`src/design/assert_macros.svh`:
```
// Assertion macros used by the block cipher top level.
// No dependencies.
`ifndef ASSERT_MACROS_SVH
`define ASSERT_MACROS_SVH

// Implication checked on every rising clock edge outside reset.
`define ASSERT_IMPL(label, clk, rstn, ante, cons, msg) \
    label: assert property (@(posedge clk) disable iff (!rstn) (ante) |-> (cons)) \
        else $error(msg);

// Next-cycle implication checked outside reset.
`define ASSERT_NEXT(label, clk, rstn, ante, cons, msg) \
    label: assert property (@(posedge clk) disable iff (!rstn) (ante) |=> (cons)) \
        else $error(msg);

`endif

```
`src/design/aes_cbc_ram.sv`:
```
// Generic single-port-write, single-port-read RAM with registered read.
// No dependencies.
module aes_cbc_ram #(
    parameter int Width = 32,
    parameter int Depth = 64
) (
    input  logic                     aclk,
    input  logic                     wr_en,
    input  logic [$clog2(Depth)-1:0] wr_addr,
    input  logic [Width-1:0]         wr_data,
    input  logic [$clog2(Depth)-1:0] rd_addr,
    output logic [Width-1:0]         rd_data
);
    logic [Width-1:0] mem [Depth];

    always_ff @(posedge aclk) begin
        if (wr_en) begin
            mem[wr_addr] <= wr_data;
        end
        rd_data <= mem[rd_addr];
    end
endmodule
```
`config.mk`:
```
export PLATFORM = sky130hd
export DESIGN_NAME = aes_cbc_ram
export DESIGN_NICKNAME = d
export VERILOG_FILES = /design/src/design/assert_macros.svh /design/src/design/aes_cbc_ram.sv
export SDC_FILE = /design/constraint.sdc
export NUM_CORES = 2
export LEC_CHECK = 0
export ABC_CLOCK_PERIOD_IN_PS = 3380
export BUFFER_PORTS_ARGS = -buffer_cell sky130_fd_sc_hd__buf_2
export CAP_MARGIN = 20
export CORE_MARGIN = 5
export CORE_UTILIZATION = 40
export CTS_CLUSTER_DIAMETER = 80
export CTS_CLUSTER_SIZE = 16
export DETAILED_ROUTE_END_ITERATION = 12
export GPL_ROUTABILITY_DRIVEN = 0
export PLACE_DENSITY = 0.54
export SLEW_MARGIN = 20
export SYNTH_ARGS = -nofsm -noshare
export SYNTH_HDL_FRONTEND = slang
export SYNTH_SLANG_ARGS = --single-unit
```
`constraint.sdc`:
```
create_clock -name aclk -period 3.38 [get_ports aclk]
set_input_delay 0 -clock aclk [delete_from_list [all_inputs] [get_ports aclk]]
set_output_delay 0 -clock aclk [all_outputs]
set_load 0.01 [all_outputs]
```
==> metrics list <==
- Of all nets on the critical path, the largest fanout is 47.
- Critical Path Sink Type: flip-flop
* Fraction of synthesized cell area taken by the top area cell type: 0.783
* Unrepaired setup endpoints after global routing: false
- R2R cell count: 4
* Worst reg2reg path startpoint: mem[19][24]
- Cell row count: 162
* Total wirelength of the detailed-routed design: 214000 um
- Half-perimeter wire length after detailed placement: 125000 um
- Summed over all layers, the global routing overflow is 0.
* Initial standard-cell utilization of the core: 0.402
- The worst pin sits at a relative slew slack of 0.267.
- Synthesized netlist net count: 3370
- Fin nets: 3703
* Flops & latches, synth: 2080
- Total of endpoints with negative setup slack in the final report: 0
* Die footprint: 205000 um2
* GRT Util Overall: 0.209
- From left edge to right edge, the die measures 453 um.
- Crit path launch type: primary input
* Netlist area before placement: 78500 um2
- Maximum level of the CTS H-tree: 4
- Clock-pin transition on the worst setup and hold timing paths: 0.07 ns
- Number of buffers on the longest clock path: 3
* End of the worst register-to-register path: rd_data[24]
- Top-level port count: 78
- During synthesis, Yosys emitted a total of 0 warnings.
* Commonest non-fill, non-tap cells in the layout: sky130_fd_sc_hd__edfxtp_1 (2048), sky130_fd_sc_hd__mux4_2 (544), sky130_fd_sc_hd__buf_4 (214)
- The worst hold path terminates at mem[52][5].
* Final period demand of the worst path: 2.50 ns
* Clock tree sinks: 2080
* Hold_ws: 0.0735 ns
- The run finished with clean final reports.
- Wire length of the first global-routing pass: 299000 um
- The via count of the first global-routing pass was 37400.
- The final count of hold timing violations is 0.
- The library cell used most frequently in the layout, excluding fill and tap cells, is sky130_fd_sc_hd__edfxtp_1.
- TritonCTS Buffers: 148
- Dividing the detail-routed wire length by the instance count gives 33.6 um.
- Final ANT Viol Nets: 0
- Synthesis-to-layout area growth: 13.2%
* Hold Path Stages: 3
- The netlist uses 34 different library cells.
- In this run the clock root is driven by a sky130_fd_sc_hd__clkbuf_16.
- Pin count of the biggest net entering global routing: 65
* Top Metal Used: met5
- Largest vdd supply drop: 0.480 mV
* Min-delay worst type: in2reg
- Initial DRC Count: 4053
* Number of gates resized after CTS: 0
- PortBufs: 77
- Hold buffer count at cts: 40
- Residual DRC count: 0
* Share of cells above drive strength 1: 0.296
* Clock latency of the later-clocked register in the worst-skew pair: 0.81 ns
- Total of max-cap violations: 0
- Worst-case clock skew: 0.0312 ns
- Initial antenna violation count: 11
- Share of the clock period used by the worst path after layout: 0.740
- Once the clock tree was built, the setup fixing pass inserted 0 buffers.
* PnR worst setup slack: 0.879 ns
- TritonCTS built the clock tree.
- Sorting the synthesized cells by area gives the leading types as sky130_fd_sc_hd__edfxtp_1 (78%), sky130_fd_sc_hd__mux4_2 (16%), sky130_fd_sc_hd__mux2i_1 (1.2%).
* Worst Setup Path Type: in2reg
- Setup Slack @ Placement: 0.127 ns
- The routed layout has 37000 vias.
- Transition time of the tightest slew-check pin: 1.10 ns
- The core region is 195000 um2.
* Post-Syn Area per Cell: 23.6 um2
- WP data required: 4.01 ns
- Counting every instance in the synthesized netlist gives 3324.
* Overall die height: 453 um
- After detailed routing, the wire length on met1 is 90100 um.
* Number of max-slew violations in the final report: 0
- For this run, the register share of the synthesized area comes to 0.791.
- Met2 wire len: 106000 um
- Routed length on met3: 13700 um
- Number of search-and-repair iterations in the first detailed-routing pass: 5
- Hold_sp: wr_addr[4]
- Static leakage: 27.3 nW
- Summed over all failing endpoints, the final setup total negative slack is 0 ns.
- Power spread over the standard cell area amounts to 545 nW/um2.
- Average via count per standard cell: 5.81
- Overall power of the completed layout: 48.4 mW
- Arr. time, crit path: 3.13 ns
- Timing would allow up to 0.400 GHz.
- sky130_fd_sc_hd__edfxtp_1 takes more of the synthesized area than any other cell.
* Register-to-Register Setup Slack: 0.98 ns
stage by stage:
step	util	std cells	cell area (um2)
after global routing	0.455	6364	88900
after floorplan	-	3324	78500
after global placement	0.431	6088	84200
final	0.455	6367	88900
after CTS	0.455	6359	88800
after detailed placement	0.431	6089	84200
Yosys cell counts, drive strengths merged:
| cell type | instances |
|---|---|
| a31oi | 1 |
| o32ai | 4 |
| nor3 | 7 |
| a21oi | 62 |
| clkbuf | 74 |
| or2 | 3 |
| nor2b | 15 |
| nand4b | 1 |
| or3 | 3 |
| mux2i | 93 |
| and2 | 2 |
| a311oi | 8 |
| edfxtp | 2048 |
| mux4 | 544 |
| nand3b | 5 |
| buf | 108 |
| dfxtp | 32 |
| nand2b | 8 |
| nand4 | 2 |
| nand3 | 5 |
| a22oi | 12 |
| nor2 | 137 |
| o22ai | 84 |
| nand2 | 26 |
| and3 | 4 |
| o221ai | 27 |
| a41o | 4 |
| or3b | 5 |
power breakdown:
group | switching [mW] | internal (mW)
Combinational | 1.75 | 1.09
Clock | 8.53 | 8.39
Sequential | 0.137 | 28.5
area by class of cell:
type / instances / area, um2
clock inverter: 12 / 134
sequential: 2080 / 62100
multi-input combinational: 1062 / 16000
tap: 2624 / 3280
clock buffer: 218 / 4090
fill: 16200 / 106000
timing repair buffer: 365 / 3250
antenna: 6 / 15.0
state kept, by name, indices dropped and copies added, names as in the netlist:
signal	cells
mem	2048
rd_data	32
routing by layer:
| layer | global-route usage | vias to the layer above |
|---|---|---|
| met2 | 0.341 | 1288 |
| met3 | 0.0328 | 216 |
| met5 | 0 | - |
| met4 | 0.0484 | 2 |
| met1 | 0.298 | 20600 |
| li1 | - | 14900 |
worst max-delay path: stages:
cell and delay [ns]:
sky130_fd_sc_hd__dlygate4sd3_1 0.55, sky130_fd_sc_hd__buf_6 0.51, sky130_fd_sc_hd__buf_4 0.45, sky130_fd_sc_hd__buf_4 0.28, sky130_fd_sc_hd__mux4_2 0.39, sky130_fd_sc_hd__o22ai_1 0.61
sky130_fd_sc_hd__nor2_1 0.24
cell families (layout without fill, tap and decap cells):
group,count (synthesis),in the layout,synth area share
compound gates,202,202,0.0167
simple gates,223,223,0.0127
flops,2080,2080,0.791
buf+inv,182,595,0.0113
other cells,0,6,0
mux,637,637,0.168
worst max path at each step:
stage	slack, ns	from	endpoint
final	0.88	rd_addr[3]	rd_data[24]
after global routing	0.94	rd_addr[3]	rd_data[24]
after floorplan	0.22	wr_addr[3]	mem[48][0]
after CTS	0.88	rd_addr[3]	rd_data[24]
after detailed placement	0.13	rd_addr[0]	rd_data[14]
after global placement	0.06	rd_addr[0]	rd_data[0]
(Power assumes the default switching activity.)
